<file path="config.mk">
export PLATFORM = sky130hd
export DESIGN_NAME = cfp_div_cell
export DESIGN_NICKNAME = d
export VERILOG_FILES = /design/src/cfp_pkg.sv /design/src/cfp_div_cell.sv
export SDC_FILE = /design/constraint.sdc
export NUM_CORES = 1
export LEC_CHECK = 0
export ABC_AREA = 1
export BUFFER_PORTS_ARGS = -buffer_cell sky130_fd_sc_hd__buf_2
export CELL_PAD_IN_SITES_DETAIL_PLACEMENT = 1
export CELL_PAD_IN_SITES_GLOBAL_PLACEMENT = 1
export CORE_MARGIN = 5
export CORE_UTILIZATION = 41
export DETAILED_ROUTE_END_ITERATION = 10
export GPL_ROUTABILITY_DRIVEN = 0
export PLACE_DENSITY = 0.91
export SYNTH_ARGS = -nofsm -noshare
export SYNTH_HDL_FRONTEND = slang
export SYNTH_SLANG_ARGS = --single-unit
</file>
<file path="constraint.sdc">
create_clock -name clk -period 1.6 [get_ports clk]
set_clock_uncertainty 0.05 [all_clocks]
set_input_delay 0.16 -clock clk [delete_from_list [all_inputs] [get_ports clk]]
set_output_delay 0.16 -clock clk [all_outputs]
set_load 0.005 [all_outputs]
</file>
<file path="src/cfp_pkg.sv">
// cfp_pkg: shared constants for the circle-from-three-points block
// default coordinate width, threshold register width and reset, tuser bit layout
// no dependencies
package cfp_pkg;

	localparam int COORD_WIDTH_DEF = 32;
	localparam int THR_WIDTH = 32;
	localparam logic [THR_WIDTH-1:0] THR_RESET = THR_WIDTH'(1);

	localparam int USER_WIDTH = 2;
	localparam int USER_DEGENERATE = 0;
	localparam int USER_SATURATED = 1;

endpackage

</file>
<file path="src/cfp_div_cell.sv">
// cfp_div_cell: one quotient bit of a restoring divider chain
// depends on cfp_pkg for the default width
module cfp_div_cell #(
	parameter int COORD_WIDTH = cfp_pkg::COORD_WIDTH_DEF,
	parameter int BIT = 0
) (
	input  logic                     clk,
	input  logic                     arst_n,
	input  logic                     en,
	input  logic                     vld_in,
	input  logic [3*COORD_WIDTH+5:0] rem_in,
	input  logic [3*COORD_WIDTH+5:0] dvs_in,
	input  logic [COORD_WIDTH:0]     quo_in,
	output logic                     vld_out,
	output logic [3*COORD_WIDTH+5:0] rem_out,
	output logic [3*COORD_WIDTH+5:0] dvs_out,
	output logic [COORD_WIDTH:0]     quo_out
);
	localparam int RW = 3*COORD_WIDTH+6;

	logic [RW-1:0] shifted;
	logic [RW-1:0] diff;
	logic ge;
	logic [COORD_WIDTH:0] quo_nx;
	logic vld_q;
	logic [RW-1:0] rem_q;
	logic [RW-1:0] dvs_q;
	logic [COORD_WIDTH:0] quo_q;

	always_comb begin
		shifted = dvs_in << BIT;
		ge = rem_in >= shifted;
		diff = rem_in - shifted;
		quo_nx = quo_in;
		quo_nx[BIT] = ge;
	end

	always_ff @(posedge clk or negedge arst_n) begin
		if (!arst_n) begin
			vld_q <= 1'b0;
		end else if (en) begin
			vld_q <= vld_in;
		end
	end

	always_ff @(posedge clk) begin
		if (en) begin
			rem_q <= ge ? diff : rem_in;
			dvs_q <= dvs_in;
			quo_q <= quo_nx;
		end
	end

	assign vld_out = vld_q;
	assign rem_out = rem_q;
	assign dvs_out = dvs_q;
	assign quo_out = quo_q;

endmodule

</file>
==> out/qor.csv, run 1 <==
stage,metric,value,unit
run_status,status,did not finish,
run_status,stop_stage,4_1_cts,
run_status,firstError,[ERROR DPL-0033] detailed placement checks failed during check placement.,
clocking,cts_root_buffer,clkbuf_16,
clocking,cts_buffer_depth,3,
clocking,hold_buffers,222,
clocking,post_cts_buffers,53,
clocking,post_cts_resized,561,
place,io_buffers,477,
yosys,synth_nets,3314,
floorplan,ios,479,
yosys,syn_area,0.01952,mm2
yosys,ys_seq_area_share,36.58,%
place,dp.final_hpwl,82.14,mm
clocking,cts.sinks,238,
floorplan,start_util,41.15,%
yosys,syn_avg_cell_area,6.574,um2
floorplan,die_x,228.2,um
yosys,syn-instance-count,2970,
yosys,yosys_register_bits,238,
clocking,cts_made_buffers,28,
floorplan,die_h,228.2,um
floorplan,row_count,80,
clocking,cts_max_level,1,
yosys,ys_warn_count,0,
yosys,synth.distinct_cells,35,
-- cells in the mapped netlist --
cell	n	area, um2
inv_1	731	2744
and2_1	3	18.77
buf_1	8	30.03
edfxtp_1	237	7117
buf_8	2	30.03
o21bai_1	12	90.09
xor2_1	60	525.5
nor2_2	4	25.02
and3_1	2	12.51
clkbuf_1	5	18.77
nand2_1	1156	4339
o21ai_0	17	85.08
or2_2	1	6.260
nor3_2	2	20.02
nand3_2	12	120.1
nor2_1	235	882.1
xnor2_1	1	8.760
ha_1	102	1276
o21ai_1	57	285.3
nand3_1	103	515.5
a21oi_2	1	8.760
inv_2	7	26.28
nand4_1	65	406.6
fa_1	1	20.02
nand3b_1	28	210.2
a21boi_0	5	37.54
mux2_2	1	11.26
o21a_1	1	7.510
buf_2	6	30.03
nor4_1	7	43.79
buf_4	2	15.01
buf_6	9	101.4
a21oi_1	69	345.3
dfrtp_1	1	25.02
nor3_1	17	85.08
-- stage by stage --
step	hold WS [ps]	instance area (um2)	setup WS (ps)	util (%)	std cells
detailed placement	-96.91	26810	-1294	56.50	4507
global placement	-96.62	26810	-1145	56.50	4507
floorplan	-185.6	20140	-539.0	-	2970
-- kinds of logic after synthesis --
kind of cell	share of synthesized area (%)
AND/OR/NAND/NOR	34.24
buffers and inverters	15.34
flip-flops	36.58
AO/OA/AOI/OAI	4.403
adder cells (fa/ha/maj)	6.639
XOR/XNOR	2.736
multiplexers	0.05767
==> inputs of run 2 (changes only) <==
- CELL_PAD_IN_SITES_DETAIL_PLACEMENT: 1 -> unset
- CELL_PAD_IN_SITES_GLOBAL_PLACEMENT: 1 -> unset
- CORE_UTILIZATION: 41 -> 40
- PLACE_DENSITY: 0.91 -> unset
- PLACE_DENSITY_LB_ADDON: unset -> 0.15
==> run 2 against run 1 <==
The flow now finishes, with violations (setup timing). Synthesized cell count unchanged. Synthesized area unchanged.
==> out/qor.csv, run 2 <==
stage,metric,value,unit,change
run_status,status,finished with violations,,
run_status,violations,setup timing,,
final_layout,filler_cell_count,4234,,
job,drv_cap,0,,
grt,gr-total-overflow,0,,
critical_path,path_class,input pin to flip-flop,,
yosys,yosys_register_bits,238,,unchanged
yosys,synth.distinct_cells,35,,unchanged
grt,grt_util_all_layers,30.57,%,
yosys,ys.flop_type,edfxtp_1,,
timing,finalSetupTns,-38370,ps,
yosys,syn_area,0.01952,mm2,unchanged
yosys,synthTopCellsByArea,"edfxtp_1 36%, nand2_1 22%, inv_1 14%",,
power_and_ir_drop,totalPowerFinal,23900,uW,
place,dp.final_hpwl,65.39,mm,-20%
timing,slew_violations,0,,
route,route.detailed.drc,0,,
timing,setup_slack,-426.5,ps,
yosys,synth_top_family_by_area,simple AND/OR/NAND/NOR gates,,
timing,rsz0062_at_grt,true,,
critical_path,crit_path_end_kind,flip-flop,,
power_and_ir_drop,power_density,724.4,mW/mm2,
timing,hold_slack,1.595,ps,
timing,layout_min_cycle_time,2026,ps,
route,drt_first_pass_iters,6,,
floorplan,die_h,230.9,um,+1.2%
floorplan,ios,479,,unchanged
clocking,cts_made_buffers,26,,-7.1%
grt,antenna_found_initial,3,,
final_layout,drive_above_1_share,37.66,%,
timing,maxSlewHeadroom,61.42,%,
final_layout,final_util,67.82,%,
yosys,synth.top_cell.area_share,36.45,%,unchanged
timing,worst_slew_pin_slew,578.7,ps,
yosys,synthTopCellsByCount,"1156 x nand2_1, 731 x inv_1, 237 x edfxtp_1",,
yosys,synth_top_cell_by_area,edfxtp_1,,
final_layout,layout_commonest_cell,nand2_1,,
yosys,synth_nets,3314,,unchanged
route,dr.first_iter.drc_count,1875,,
critical_path,crit_start,dvs_in[62],,
clocking,cts_root_buffer,clkbuf_16,,
clocking,clock_latency,550,ps,
yosys,async_reset_ff_share,0.4202,%,unchanged
grt,grt_pass1_wl,128.5,mm,
yosys,syn_avg_cell_area,6.574,um2,unchanged
min_path,hp-class,input pin to flip-flop,,
min_path,min_from,en,,
critical_path,arrival,2280,ps,
floorplan,die_x,230.9,um,+1.2%
floorplan,fp.dieArea,0.05333,mm2,
yosys,synth_simple_gate_area_share,34.24,%,unchanged
grt,grt_pass1_vias,23380,,
timing,final_hold_viol_count,0,,
grt,grt_max_degree,49,,
yosys,syn-instance-count,2970,,unchanged
timing,period_share,126.7,%,
yosys,ys_seq_area_share,36.58,%,unchanged
power_and_ir_drop,power_leakage,0.01745,uW,
route,wirelength,86.76,mm,
clocking,cts_max_level,1,,unchanged
power_and_ir_drop,peakVddDrop,0.7925,mV,
yosys,synthXorXnorAreaFrac,2.736,%,unchanged
critical_path,cp_max_fo,5,,
route,wl_per_cell,17.90,um,
final_layout,area_delta_synth_final,68.98,%,
critical_path,rr_startpoint,vld_out,,
route,vias,23610,,
yosys,muxShareOfSynthArea,0.05768,%,unchanged
clocking,tritoncts,done,,
final_layout,nNetsFinal,4548,,
timing,setup_viol_count_final,103,,
clocking,clk_pin_slew,60,ps,
final_layout,final_cell_mix,"957 x nand2_1, 693 x inv_1, 482 x buf_4",,
floorplan,row_count,81,,+1.3%
floorplan,start_util,40.13,%,-1.0 points
yosys,synth_edf_count,237,,unchanged
yosys,yosysMostFrequentCell,nand2_1,,
route,viasPerCell,4.869,,
route,ant_nets,0,,
timing,fmax,493.5,MHz,
clocking,cts_buffer_depth,3,,unchanged
yosys,synthAdderAreaFrac,6.639,%,unchanged
yosys,ys_warn_count,0,,unchanged
clocking,cts.sinks,238,,unchanged
yosys,synth-compound-area-share,4.403,%,unchanged
place,io_buffers,477,,unchanged
critical_path,startpoint_type,input pin,,
critical_path,cp.required,1860,ps,
floorplan,coreArea,0.04865,mm2,
==> run 2: report_power, final <==
part / leakage (uW) / switching, uW / internal (uW)
combinational: 0.0147 / 5340 / 4470
clock: 0.000417 / 2500 / 3700
sequential: 0.00233 / 192 / 7700
total: 0.0175 / 8030 / 15900
==> run 2: worst max-delay path, stage by stage <==
cell,delay (ps)
buf_2,100
inv_1,60
ha_1,310
nand2_2,110
nor2_2,60
nand2_1,120
inv_2,80
nand2_2,150
inv_1,70
nand2_2,80
nand2_4,80
a21oi_4,160
nand3_4,120
buf_6,160
buf_12,150
buf_16,160
nand3_2,70
nand2_1,50
==> run 2: repair_timing <==
action                     in CTS  in global routing
setup endpoints to repair     103                103
hold buffers                  236                  0
setup buffers                  31                 17
pin swaps                      35                 29
cloned                         16                  3
gates resized for setup       320                244
hold endpoints to repair      235                  0
==> run 2: stage by stage <==
step / setup slack (ps) / instances / area [um2]
after floorplan: -539.0 / 2970 / 20140
after global placement: -1339 / 4496 / 26640
after detailed placement: -1389 / 4496 / 26640
after CTS: -387.3 / 4825 / 31810
after global routing: -507.9 / 4847 / 32990
final: -426.5 / 4848 / 32990
==> run 2: cell type report <==
cell class	instances	area [um2]	area share [%]
Multi-Input combinational cell	1962	12090	36.64
Timing Repair Buffer	1238	9321	28.25
Sequential cell	238	7142	21.65
Inverter	738	2788	8.450
Tap cell	622	778.2	2.359
Clock buffer	32	694.4	2.105
Clock inverter	14	168.9	0.5120
Antenna cell	4	10.01	0.03034
==> run 2: final timing paths <==
path / to / slack, ps / cells past startpoint
min: dvs_out[100] / 2 / 1
min in group asynchronous: vld_out / 400 / 3
max in group asynchronous: vld_out / 980 / 3
max reg2reg: vld_out / 820 / 1
max: rem_out[55] / -430 / 18
min reg2reg: vld_out / 450 / 1
==> run 2: cell families (layout without fill, tap and decap cells) <==
kind of cell	after synthesis	in the layout
multiplexers	1	1
adder cells (fa/ha/maj)	103	103
flip-flops	238	238
buffers and inverters	770	2022
XOR/XNOR	61	61
AND/OR/NAND/NOR	1635	1635
AO/OA/AOI/OAI	162	162
other	0	4
==> run 2: per-layer routing <==
layer,up-vias,global-route usage [%],share of wire [%]
met5,-,0,0
met4,0,12.50,5.3
met3,240,5.325,8.9
met2,1079,49.85,45
met1,10770,40.43,41
li1,11520,-,-
Note: power is estimated with default switching activity, not from simulation.
