**src/cfp_pkg.sv**
```systemverilog
// cfp_pkg: shared constants for the circle-from-three-points block
// default coordinate width, threshold register width and reset, tuser bit layout
// no dependencies
package cfp_pkg;

	localparam int COORD_WIDTH_DEF = 32;
	localparam int THR_WIDTH = 32;
	localparam logic [THR_WIDTH-1:0] THR_RESET = THR_WIDTH'(1);

	localparam int USER_WIDTH = 2;
	localparam int USER_DEGENERATE = 0;
	localparam int USER_SATURATED = 1;

endpackage

```
**src/cfp_sqrt_cell.sv**
```systemverilog
// cfp_sqrt_cell: one root bit of a shift-subtract square root chain
// depends on cfp_pkg for the default width
module cfp_sqrt_cell #(
	parameter int COORD_WIDTH = cfp_pkg::COORD_WIDTH_DEF,
	parameter int BIT = 0
) (
	input  logic                     clk,
	input  logic                     arst_n,
	input  logic                     en,
	input  logic                     vld_in,
	input  logic [2*COORD_WIDTH+1:0] rem_in,
	input  logic [COORD_WIDTH:0]     root_in,
	output logic                     vld_out,
	output logic [2*COORD_WIDTH+1:0] rem_out,
	output logic [COORD_WIDTH:0]     root_out
);
	localparam int SW = 2*COORD_WIDTH+2;
	localparam int RB = COORD_WIDTH+1;

	logic [SW:0] trial;
	logic [SW:0] diff;
	logic ge;
	logic [RB-1:0] root_nx;
	logic vld_q;
	logic [SW-1:0] rem_q;
	logic [RB-1:0] root_q;

	// rem holds s - root^2; adding bit k to root costs root*2^(k+1) + 2^(2k)
	always_comb begin
		trial = ({{(SW-RB+1){1'b0}}, root_in} << (BIT+1)) + ((SW+1)'(1) << (2*BIT));
		ge = {1'b0, rem_in} >= trial;
		diff = {1'b0, rem_in} - trial;
		root_nx = root_in;
		root_nx[BIT] = ge;
	end

	always_ff @(posedge clk or negedge arst_n) begin
		if (!arst_n) begin
			vld_q <= 1'b0;
		end else if (en) begin
			vld_q <= vld_in;
		end
	end

	always_ff @(posedge clk) begin
		if (en) begin
			rem_q <= ge ? diff[SW-1:0] : rem_in;
			root_q <= root_nx;
		end
	end

	assign vld_out = vld_q;
	assign rem_out = rem_q;
	assign root_out = root_q;

endmodule

```
**config.mk**
```make
export PLATFORM = sky130hd
export DESIGN_NAME = cfp_sqrt_cell
export DESIGN_NICKNAME = d
export VERILOG_FILES = /design/src/cfp_pkg.sv /design/src/cfp_sqrt_cell.sv
export SDC_FILE = /design/constraint.sdc
export NUM_CORES = 1
export LEC_CHECK = 0
export ABC_AREA = 1
export BUFFER_PORTS_ARGS = -buffer_cell sky130_fd_sc_hd__buf_4
export CORE_ASPECT_RATIO = 1.25
export CORE_UTILIZATION = 54
export CTS_CLUSTER_DIAMETER = 60
export DETAILED_ROUTE_END_ITERATION = 10
export PLACE_DENSITY = 0.81
export SETUP_SLACK_MARGIN = 0.2
export SLEW_MARGIN = 20
export SYNTH_ARGS = -nofsm -noshare
export SYNTH_HDL_FRONTEND = slang
export SYNTH_SLANG_ARGS = --single-unit
export TNS_END_PERCENT = 50
```
**constraint.sdc**
```tcl
create_clock -name clk -period 1.4 [get_ports clk]
set_clock_uncertainty 0.15 [all_clocks]
set_input_delay 0.07 -clock clk [delete_from_list [all_inputs] [get_ports clk]]
set_output_delay 0.07 -clock clk [all_outputs]
set_load 0.005 [all_outputs]
```
==> results.sh, run 1 <==
export IMPL_yosys_cell_types_count=32
export IMPL_ys_seq_area_share_pct=37.1
export IMPL_ctsResizeCount=205
export IMPL_cts_hold_buf=78
export IMPL_io_pins=203
export IMPL_yosys_top_cells_area="edfxtp_1, nand2_1, inv_1, ha_1, nor2_1"
export IMPL_synth_top_family_by_area="simple AND/OR/NAND/NOR gates"
export IMPL_clockBufferDepth=2
export IMPL_failed_stage="clock tree synthesis (4_1_cts)"
export IMPL_synth_edf_count=99
export IMPL_synth_area_per_cell_sq_um=6.91
export IMPL_syn_area_sq_um=8070
export IMPL_synth_top_area_share_pct=36.8
export IMPL_synth_top_cell_by_area="edfxtp_1"
export IMPL_gp_congestion=1.00
export IMPL_synthSimpleGateAreaFrac_pct=34.5
export IMPL_yosysMostFrequentCell="nand2_1"
export IMPL_fp_dieW_um=111
export IMPL_cts_root_buf="clkbuf_16"
export IMPL_ys_async_sr_fraction_pct=1.00
export IMPL_die_y_um=139
export IMPL_tool_error="[ERROR DPL-0033] detailed placement checks failed during check placement."
export IMPL_yosys_warnings=0
export IMPL_synth_top_flop_cell="edfxtp_1"
export IMPL_syn_inst=1168
export IMPL_synthXorXnorAreaFrac_pct=3.47
export IMPL_synth_seq_cells=100
export IMPL_numCtsBuffers=9
export IMPL_cts_setup_buffers=35
export IMPL_port_buffers=202
export IMPL_synth_compound_area_share_pct=7.59
export IMPL_syn_nets=1306
export IMPL_dp_hpwl_um=26800
export IMPL_synthAdderAreaFrac_pct=5.52
export IMPL_cts_htree_levels=3
export IMPL_synth_common_cells="nand2_1, inv_1, nor2_1"
export IMPL_start_util_pct=55.8
export IMPL_clock_sinks=100
export IMPL_core_rowCount=49
export IMPL_synthMuxAreaShare_pct=0.139
export IMPL_status="stopped before the end"
==> per-stage QoR <==
stage / cells / TNS [ns] / hold WS (ns) / instance area, sq um / worst slack (ns)
global placement: 1749 / -47.60 / -0.304 / 12000 / -0.841
floorplan: 1168 / -29.18 / -0.376 / 8690 / -0.498
detailed placement: 1749 / -54.14 / -0.304 / 12000 / -0.874
==> logic make-up after synthesis <==
family / after synthesis
flops: 100
fa+ha+maj: 35
buf+inv: 236
simple gates: 671
xor+xnor: 32
compound gates: 93
mux: 1
==> inputs of run 2 (changes only) <==
- CORE_ASPECT_RATIO: 1.25 -> unset
- CORE_UTILIZATION: 54 -> 39
- CTS_CLUSTER_DIAMETER: 60 -> unset
- PLACE_DENSITY: 0.81 -> unset
- PLACE_DENSITY_LB_ADDON: unset -> 0.15
- SETUP_SLACK_MARGIN: 0.2 -> unset
==> run 2 against run 1 <==
Net effect:
- the flow now finishes, with violations (negative hold slack, negative setup slack)
- synthesized cell count did not move
- area after synthesis unchanged
==> results.sh, run 2 <==
export IMPL_status="complete, but fails checks"
export IMPL_violations="negative hold slack, negative setup slack"
export IMPL_gp_congestion=0.922
export IMPL_worst_ep_required_time_ns=1.36
export IMPL_clkPwrFrac_pct=24.0
export IMPL_hold_viol=1
export IMPL_hold_path_class="input pin to register"
export IMPL_dieArea_sq_um=21300
export IMPL_drive_above_1_share_pct=44.7
export IMPL_syn_to_final_growth_pct=74.2
export IMPL_post_route_min_period_ns=1.80
export IMPL_io_pins=203
export IMPL_cap_violations=0
export IMPL_reg2reg_from="vld_out"
export IMPL_via_per_inst=4.78
export IMPL_vdd_drop_max_v=0.000584
export IMPL_cts_tree="yes"
export IMPL_setup_worst_path_end="rem_out[24]"
export IMPL_wl_per_cell_um=16.4
export IMPL_num_antenna_cells=0
export IMPL_critPathTopFamily="simple AND/OR/NAND/NOR gates"
export IMPL_nFillCells=1662
export IMPL_comb_power_share_pct=39.0
export IMPL_syn_nets=1306
export IMPL_cp_start_kind="input pin"
export IMPL_synth_compound_area_share_pct=7.59
export IMPL_critical_path_max_stage_delay_ns=0.28
export IMPL_synthSimpleGateAreaFrac_pct=34.5
export IMPL_p_switching_w=0.00330
export IMPL_clock_latency_ns=0.36
export IMPL_whs_ns=-0.0125
export IMPL_placed_area_sq_um=12300
export IMPL_drt_iter0_drc=604
export IMPL_route_antenna_remaining_nets=0
export IMPL_path_class="input pin to register"
export IMPL_grt_remaining_overflow=0
export IMPL_layout_common_cells="buf_4, nand2_1, inv_1"
export IMPL_yosysMostFrequentCell="nand2_1"
export IMPL_ys_seq_area_share_pct=37.1
export IMPL_layout_commonest_cell="buf_4"
export IMPL_numCtsBuffers=9
export IMPL_largest_reg_flops=66
export IMPL_final_area_sq_um=14100
export IMPL_synth_top_area_share_pct=36.8
export IMPL_fin_cells=1963
export IMPL_cp_num_buf_inv=4
export IMPL_grt_max_degree=51
export IMPL_dp_cells=1856
export IMPL_synth_area_per_cell_sq_um=6.91
export IMPL_worst_slack_ns=-0.401
export IMPL_die_y_um=146
export IMPL_clock_sinks=100
export IMPL_core_area_sq_um=20200
export IMPL_syn_area_sq_um=8070
export IMPL_cts_root_buf="clkbuf_16"
export IMPL_yosys_top_cells_area="edfxtp_1, nand2_1, inv_1, ha_1, nor2_1"
export IMPL_syn_inst=1168
export IMPL_p_total_w=0.0103
export IMPL_grt_pass1_wl_um=50400
export IMPL_startpoint="rem_in[30]"
export IMPL_fin_crit_sh_pct=129
export IMPL_port_buffers=202
export IMPL_sw_frac_of_total_pct=32.0
export IMPL_antenna_found_initial=0
export IMPL_drv_slew=0
export IMPL_slowest_stage="ha_4"
export IMPL_setup_viol=67
export IMPL_powerDensity_nw_per_um2=732
export IMPL_yosys_cell_types_count=32
export IMPL_dp_hpwl_um=25200
export IMPL_r2r_slack_ns=0.51
export IMPL_first_global_vias=9622
export IMPL_grt_usage_pct=31.0
export IMPL_pre_cts_slack_ns=-0.972
export IMPL_multiInputGateArea_sq_um=5220
export IMPL_crit_chain="buf_4, ha_4, buf_6, nand2_4, nor2_4, nand2_2, nor2_4, nand2_2, nor2_2, nor2_2, nand3_4, inv_8, buf_4, nand2_1, o21ai_0"
export IMPL_synth_edf_count=99
export IMPL_synth_common_cells="nand2_1, inv_1, nor2_1"
export IMPL_synth_top_cell_by_area="edfxtp_1"
export IMPL_r2r_cells=1
export IMPL_fp_dieW_um=146
export IMPL_r2r_end="vld_out"
export IMPL_nets=1826
export IMPL_cts_clk_slew_worst_paths_ns=0.08
export IMPL_drt_pass1_iterations=6
export IMPL_yosys_warnings=0
export IMPL_synth_seq_cells=100
export IMPL_p_seq_share_pct=36.9
export IMPL_synthAdderAreaFrac_pct=5.52
export IMPL_fmax_mhz=555
export IMPL_internal_power_w=0.00700
export IMPL_drc=0
export IMPL_cts_htree_levels=3
export IMPL_synth_top_family_by_area="simple AND/OR/NAND/NOR gates"
export IMPL_maxSlewHeadroom_pct=79.3
export IMPL_arrival_ns=1.76
export IMPL_ys_async_sr_fraction_pct=1.00
export IMPL_wl_um=32200
export IMPL_synthMuxAreaShare_pct=0.139
export IMPL_rsz0062_at_grt="yes"
export IMPL_max_slew_worst_pin_slew_ns=0.310
export IMPL_clockBufferDepth=2
export IMPL_synth_top_flop_cell="edfxtp_1"
export IMPL_path_depth=15
export IMPL_synthXorXnorAreaFrac_pct=3.47
export IMPL_start_util_pct=39.9
export IMPL_cp_max_fo=7
export IMPL_p_leak_nw=6.68
export IMPL_core_rowCount=52
export IMPL_regArea_sq_um=3000
export IMPL_cp_end_kind="register"
export IMPL_dr_total_vias=9379
-- run 2: cell counts after synthesis --
Identical to the previous run, type by type.
-- run 2: tightest hold or removal path, cell delays in order --
cell	delay [ns]
buf_4	0.09
inv_2	0.06
nand3_2	0.08
a21oi_2	0.05
-- run 2: how the worst min path moves through the flow --
stage | from | end | slack (ns) | cells past startpoint
4_1_cts | rem_in[59] | rem_out[59] | 0.0003 | 4
6_report | rem_in[57] | rem_out[57] | -0.01 | 4
3_3_place_gp | arst_n | vld_out | -0.30 | 1
5_1_grt | rem_in[57] | rem_out[57] | 0.002 | 4
3_5_place_dp | arst_n | vld_out | -0.30 | 1
2_1_floorplan | arst_n | vld_out | -0.38 | 0
-- run 2: cell families (layout without fill, tap and decap cells) --
logic type,after synthesis,count (layout)
AO/OA/AOI/OAI,93,93
XOR/XNOR,32,32
adder cells (fa/ha/maj),35,35
buffers and inverters,236,761
flip-flops,100,100
multiplexers,1,1
AND/OR/NAND/NOR,671,671
-- run 2: cell type report --
cell class,instances,share of cell area [%]
multi-input cells,832,37.1
repair buffers,519,30.8
flip-flops and latches,100,21.3
inverters,226,6.48
well taps,270,2.40
clock buffers,11,1.65
clock inverters,5,0.258
-- run 2: timing repair --
| item | in CTS | in global routing |
|---|---|---|
| setup endpoints to repair | 67 | 67 |
| cloned | 2 | 0 |
| hold buffers | 81 | 0 |
| pin swaps | 10 | 22 |
| hold endpoints to repair | 80 | 0 |
| setup buffers | 8 | 2 |
| gates resized for setup | 138 | 63 |
-- run 2: through the flow --
step | util [%] | setup TNS (ns)
global route | 69.5 | -28.65
floorplan | - | -29.18
detailed placement | 60.6 | -52.24
global placement | 60.6 | -51.35
CTS | 68.5 | -19.03
finish | 69.5 | -21.71
-- run 2: power groups by stage --
stage	clock network [W]	logic [W]	registers (W)
6_report	0.00248	0.00402	0.00380
5_1_grt	0.00257	0.00432	0.00384
4_1_cts	0.00250	0.00389	0.00380
3_5_place_dp	0	0.00348	0.00386
3_3_place_gp	0	0.00344	0.00386
2_1_floorplan	0	0.00150	0.00389
-- run 2: metal layers --
metal,vias to the layer above,part of all wire [%],global-route usage [%]
met3,42,5.5,3.79
met2,267,48,53.9
met1,4360,44,39.8
li1,4710,-,-
met4,0,2.5,9.84
met5,-,0,0
No activity file was read; power rests on OpenSTA's default activity.
==> inputs of run 3 (changes only) <==
- clock period: 1.4 -> 1.8 ns (I/O delays scaled with it)
==> run 3 against run 2 <==
Net effect:
- the flow finishes with violations (negative setup slack)
- register-to-register slack better by 0.40 ns
- die area stayed put
- setup slack gained 0.30 ns
- via count rose by 1.7%
- sequential share of layout area fell by 0.48 points
- largest cell class unchanged
- flip-flop and latch count is the same
- final area is 2.3% higher
- routed wire length up 3.6%
- highest routed layer unchanged
==> results.sh, run 3 (synthesis gave the netlist of run 2 again) <==
export IMPL_cp_end_kind="register"
export IMPL_drv_slew=0
export IMPL_die_y_um=146
export IMPL_clkPwrFrac_pct=24.2
export IMPL_internal_power_w=0.00547
export IMPL_p_leak_nw=6.83
export IMPL_grt_usage_pct=30.0
export IMPL_grt_max_degree=51
export IMPL_core_area_sq_um=20200
export IMPL_hold_start="rem_in[60]"
export IMPL_layout_common_cells="buf_4, nand2_1, inv_1"
export IMPL_clockBufferDepth=2
export IMPL_largest_reg_flops=66
export IMPL_finalSetupTns_ns=-2.93
export IMPL_setup_viol=54
export IMPL_gp_congestion=0.920
export IMPL_r2r_end="vld_out"
export IMPL_route_antenna_remaining_nets=0
export IMPL_rsz0062_at_grt="yes"
export IMPL_crit_chain="buf_8, inv_4, ha_4, nand2_4, nor2_4, nand3b_1, nor2_1, nand2_1, nor2_2, nor2_2, nand3_4, clkinv_8, buf_12, clkbuf_16, a21oi_2"
export IMPL_fmax_mhz=526
export IMPL_io_pins=203
export IMPL_maxSlewHeadroom_pct=78.3
export IMPL_wl_per_cell_um=16.8
export IMPL_num_antenna_cells=0
export IMPL_comb_power_share_pct=39.2
export IMPL_syn_to_final_growth_pct=78.2
export IMPL_max_slew_worst_pin_slew_ns=0.326
export IMPL_grt_remaining_overflow=0
export IMPL_post_route_min_period_ns=1.90
export IMPL_numCtsBuffers=9
export IMPL_cp_max_fo=9
export IMPL_clock_latency_ns=0.36
export IMPL_nets=1839
export IMPL_worst_ep_required_time_ns=1.87
export IMPL_whs_path_depth=4
export IMPL_p_seq_share_pct=36.6
export IMPL_p_switching_w=0.00262
export IMPL_drt_iter0_drc=528
export IMPL_violations="negative setup slack"
export IMPL_drive_above_1_share_pct=45.7
export IMPL_cts_htree_levels=3
export IMPL_vdd_drop_max_v=0.000465
export IMPL_reg2reg_from="vld_out"
export IMPL_fin_crit_sh_pct=106
export IMPL_hold_viol=0
export IMPL_nFillCells=1625
export IMPL_p_total_w=0.00809
export IMPL_cts_clk_slew_worst_paths_ns=0.08
export IMPL_r2r_cells=1
export IMPL_cts_tree="yes"
export IMPL_cap_violations=0
export IMPL_cp_start_kind="input pin"
export IMPL_core_rowCount=52
export IMPL_port_buffers=202
export IMPL_drc=0
export IMPL_status="complete, but fails checks"
export IMPL_antenna_found_initial=0
export IMPL_dr_total_vias=9543
export IMPL_drt_pass1_iterations=7
export IMPL_cp_common_cell="nor2_2"
export IMPL_fp_dieW_um=146
export IMPL_wl_um=33300
export IMPL_dieArea_sq_um=21300
export IMPL_sw_frac_of_total_pct=32.4
export IMPL_clock_sinks=100
export IMPL_start_util_pct=39.9
export IMPL_pre_cts_slack_ns=-0.475
export IMPL_slowest_stage="ha_4"
export IMPL_worst_slack_ns=-0.103
export IMPL_via_per_inst=4.83
export IMPL_path_class="input pin to register"
export IMPL_r2r_slack_ns=0.91
export IMPL_hold_path_class="input pin to register"
export IMPL_arrival_ns=1.98
export IMPL_hold_end="rem_out[60]"
export IMPL_cts_root_buf="clkbuf_16"
export IMPL_layout_commonest_cell="buf_4"
export IMPL_grt_pass1_wl_um=49300
export IMPL_powerDensity_nw_per_um2=562
export IMPL_critical_path_max_stage_delay_ns=0.29
export IMPL_first_global_vias=9489
export IMPL_dp_hpwl_um=24900
run 3: layout make-up:
cell class / instances / area [sq um] / share of cell area (%)
inverters: 226 / 918 / 6.38
flip-flops and latches: 100 / 3000 / 20.8
well taps: 270 / 338 / 2.35
repair buffers: 532 / 4510 / 31.3
clock buffers: 10 / 229 / 1.59
clock inverters: 6 / 48.8 / 0.339
multi-input cells: 832 / 5350 / 37.2
run 3: routing by layer:
layer / GRT usage, % / wire (um)
met1: 39.9 / 14300
met2: 52.2 / 16300
met3: 2.60 / 2040
met4: 8.37 / 707
met5: 0 / 0
run 3: worst max-delay path by stage:
| stage | slack (ns) | cells past startpoint | startpoint | to |
|---|---|---|---|---|
| after global placement | -0.53 | 12 | rem_in[28] | rem_out[41] |
| after floorplan | -0.12 | 14 | root_in[20] | rem_out[4] |
| final | -0.10 | 15 | root_in[4] | rem_out[45] |
| after CTS | -0.02 | 12 | rem_in[1] | rem_out[29] |
| after detailed placement | -0.47 | 12 | rem_in[28] | rem_out[41] |
| after global routing | -0.15 | 17 | root_in[10] | rem_out[59] |
run 3: worst max-delay path: cells and delay by family:
kind | cells | cell delay [ns]
adders and majority gates | 1 | 0.29
and+or+nand+nor | 8 | 0.88
buffers and inverters | 5 | 0.59
AOI/OAI and AO/OA | 1 | 0.12
run 3: what timing repair did:
item | in CTS | in global routing
gates resized for setup | 30 | 200
buffers inserted | 3 | 13
pin swaps | 8 | 30
setup endpoints to repair | 60 | 66
gates cloned | 1 | 7
hold buffers | 81 | 0
hold endpoints to repair | 80 | 0
run 3: stage by stage:
stage                     instance area, sq um  utilization [%]  cells  hold slack (ns)
after global routing                     14400             71.1   1976           0.0241
final                                    14400             71.1   1976          0.00880
after floorplan                           8690                -   1168           -0.356
after global placement                   12200             60.4   1855           -0.285
after CTS                                13500             66.5   1956          0.00205
after detailed placement                 12200             60.4   1855           -0.283
run 3: power by group through the flow:
| stage | sequential (W) | clock, W | combinational, W |
|---|---|---|---|
| 2_1_floorplan | 0.00303 | 0 | 0.00117 |
| 3_3_place_gp | 0.00301 | 0 | 0.00267 |
| 3_5_place_dp | 0.00300 | 0 | 0.00269 |
| 4_1_cts | 0.00296 | 0.00198 | 0.00288 |
| 5_1_grt | 0.00298 | 0.00204 | 0.00341 |
| 6_report | 0.00296 | 0.00196 | 0.00317 |
==> inputs of run 4 (changes only) <==
- RECOVER_POWER: unset -> 25
==> run 4 against run 3 <==
Net effect:
- the flow still finishes with violations (negative setup slack)
- non-clock buffer count unchanged
- hold slack improved by 0.0016 ns
- final area decreased by 0.21%
- first-iteration DRC count increased by 2.8%
- total power about the same
- die area unchanged
- sequential power about the same
- sequential share of layout area about the same
- global-route usage unchanged
- via count decreased by 0.20%
- register-to-register slack about the same
- routed wire length about the same
- critical path type unchanged
- largest cell class unchanged
- highest routed layer unchanged
==> results.sh, run 4 (synthesis gave the netlist of run 2 again) <==
export IMPL_cts_clk_slew_worst_paths_ns=0.08
export IMPL_start_util_pct=39.9
export IMPL_hold_viol=0
export IMPL_critPathTopFamily="simple AND/OR/NAND/NOR gates"
export IMPL_dr_total_vias=9524
export IMPL_antenna_found_initial=0
export IMPL_maxSlewHeadroom_pct=6.62
export IMPL_path_class="input pin to register"
export IMPL_fmax_mhz=526
export IMPL_clock_sinks=100
export IMPL_wl_per_cell_um=16.8
export IMPL_gp_congestion=0.920
export IMPL_first_global_vias=9489
export IMPL_route_antenna_remaining_nets=0
export IMPL_clock_latency_ns=0.36
export IMPL_p_leak_nw=6.82
export IMPL_p_total_w=0.00808
export IMPL_dieArea_sq_um=21300
export IMPL_nets=1839
export IMPL_slowest_stage="ha_4"
export IMPL_violations="negative setup slack"
export IMPL_syn_to_final_growth_pct=77.8
export IMPL_largest_reg_flops=66
export IMPL_drc=0
export IMPL_wl_um=33300
export IMPL_core_area_sq_um=20200
export IMPL_drt_pass1_iterations=6
export IMPL_setup_viol=54
export IMPL_powerDensity_nw_per_um2=563
export IMPL_die_y_um=146
export IMPL_layout_commonest_cell="buf_4"
export IMPL_max_slew_worst_pin_slew_ns=1.40
export IMPL_cp_start_kind="input pin"
export IMPL_grt_max_degree=51
export IMPL_cts_tree="yes"
export IMPL_core_rowCount=52
export IMPL_clockBufferDepth=2
export IMPL_finalSetupTns_ns=-2.67
export IMPL_io_pins=203
export IMPL_port_buffers=202
export IMPL_drv_slew=0
export IMPL_whs_path_depth=4
export IMPL_num_antenna_cells=0
export IMPL_hold_end="rem_out[60]"
export IMPL_hold_start="rem_in[60]"
export IMPL_cp_num_buf_inv=5
export IMPL_vdd_drop_max_v=0.000464
export IMPL_grt_usage_pct=30.0
export IMPL_cts_htree_levels=3
export IMPL_cp_common_cell="nor2_2"
export IMPL_rsz0062_at_grt="yes"
export IMPL_startpoint="root_in[4]"
export IMPL_drt_iter0_drc=543
export IMPL_fin_crit_sh_pct=106
export IMPL_status="complete, but fails checks"
export IMPL_grt_pass1_wl_um=49300
export IMPL_post_route_min_period_ns=1.90
export IMPL_grt_remaining_overflow=0
export IMPL_hold_path_class="input pin to register"
export IMPL_arrival_ns=1.97
export IMPL_fp_dieW_um=146
export IMPL_cap_violations=0
export IMPL_worst_slack_ns=-0.0996
export IMPL_r2r_slack_ns=0.90
export IMPL_worst_ep_required_time_ns=1.87
export IMPL_r2r_cells=1
export IMPL_cts_root_buf="clkbuf_16"
export IMPL_post_route_util_pct=70.9
export IMPL_cp_end_kind="register"
export IMPL_crit_chain="buf_8, inv_4, ha_4, nand2_4, nor2_4, nand3b_1, nor2_1, nand2_1, nor2_2, nor2_2, nand3_4, clkinv_8, buf_12, clkbuf_16, a21oi_2"
export IMPL_layout_common_cells="buf_4, nand2_1, inv_1"
export IMPL_numCtsBuffers=9
export IMPL_r2r_end="vld_out"
export IMPL_critical_path_max_stage_delay_ns=0.29
export IMPL_drive_above_1_share_pct=45.7
export IMPL_reg2reg_from="vld_out"
export IMPL_cp_max_fo=9
export IMPL_pre_cts_slack_ns=-0.475
export IMPL_via_per_inst=4.82
export IMPL_dp_hpwl_um=24900
[run 4: changes by cell type in the layout (fill, tap and decap cells not counted)]
| cell | delta |
|---|---|
| buf_12 | -2 |
| clkbuf_2 | +2 |
| buf_4 | -1 |
| clkbuf_4 | +1 |
[run 4: final cells by class]
class,count,area (sq um)
Clock inverter,6,48.8
Clock buffer,10,229
Sequential cell,100,3000
Inverter,226,918
Multi-Input combinational cell,832,5350
Fill cell,1629,5880
Tap cell,270,338
Timing Repair Buffer,532,4480
[run 4: worst max-delay path by stage]
stage | end | cells after the start | slack, ns
6_report | rem_out[45] | 15 | -0.1
3_3_place_gp | rem_out[41] | 12 | -0.53
3_5_place_dp | rem_out[41] | 12 | -0.47
4_1_cts | rem_out[29] | 12 | -0.02
5_1_grt | rem_out[59] | 17 | -0.15
2_1_floorplan | rem_out[4] | 14 | -0.12
[run 4: routing by layer]
layer / vias to the layer above / GRT usage (%) / share of wire (%)
met5: - / 0 / 0
met1: 4447 / 39.9 / 43
li1: 4731 / - / -
met3: 40 / 2.60 / 5.7
met4: 0 / 8.37 / 2.1
met2: 306 / 52.2 / 49
[run 4: timing repair]
item,in CTS,in global routing
setup endpoints to repair,60,66
pin swaps,8,30
gates resized for setup,30,200
endpoints found under the hold margin,80,0
buffers inserted,3,13
cloned,1,7
hold buffers,81,0
[run 4: power by group]
| part | switching [W] | internal [W] |
|---|---|---|
| combinational | 0.00153 | 0.00162 |
| sequential | 0.0000827 | 0.00288 |
| clock | 0.000999 | 0.000959 |
[run 4: worst min-delay path, cell delays in order]
cell	delay (ns)
buf_4	0.08
inv_1	0.04
nand3_1	0.09
a21oi_2	0.06
[run 4: per-stage QoR]
step	hold slack (ns)	cell area (sq um)	std cells
finish	0.0104	14400	1976
global route	0.0241	14400	1976
global placement	-0.285	12200	1855
floorplan	-0.356	8690	1168
detailed placement	-0.283	12200	1855
CTS	0.00205	13500	1956
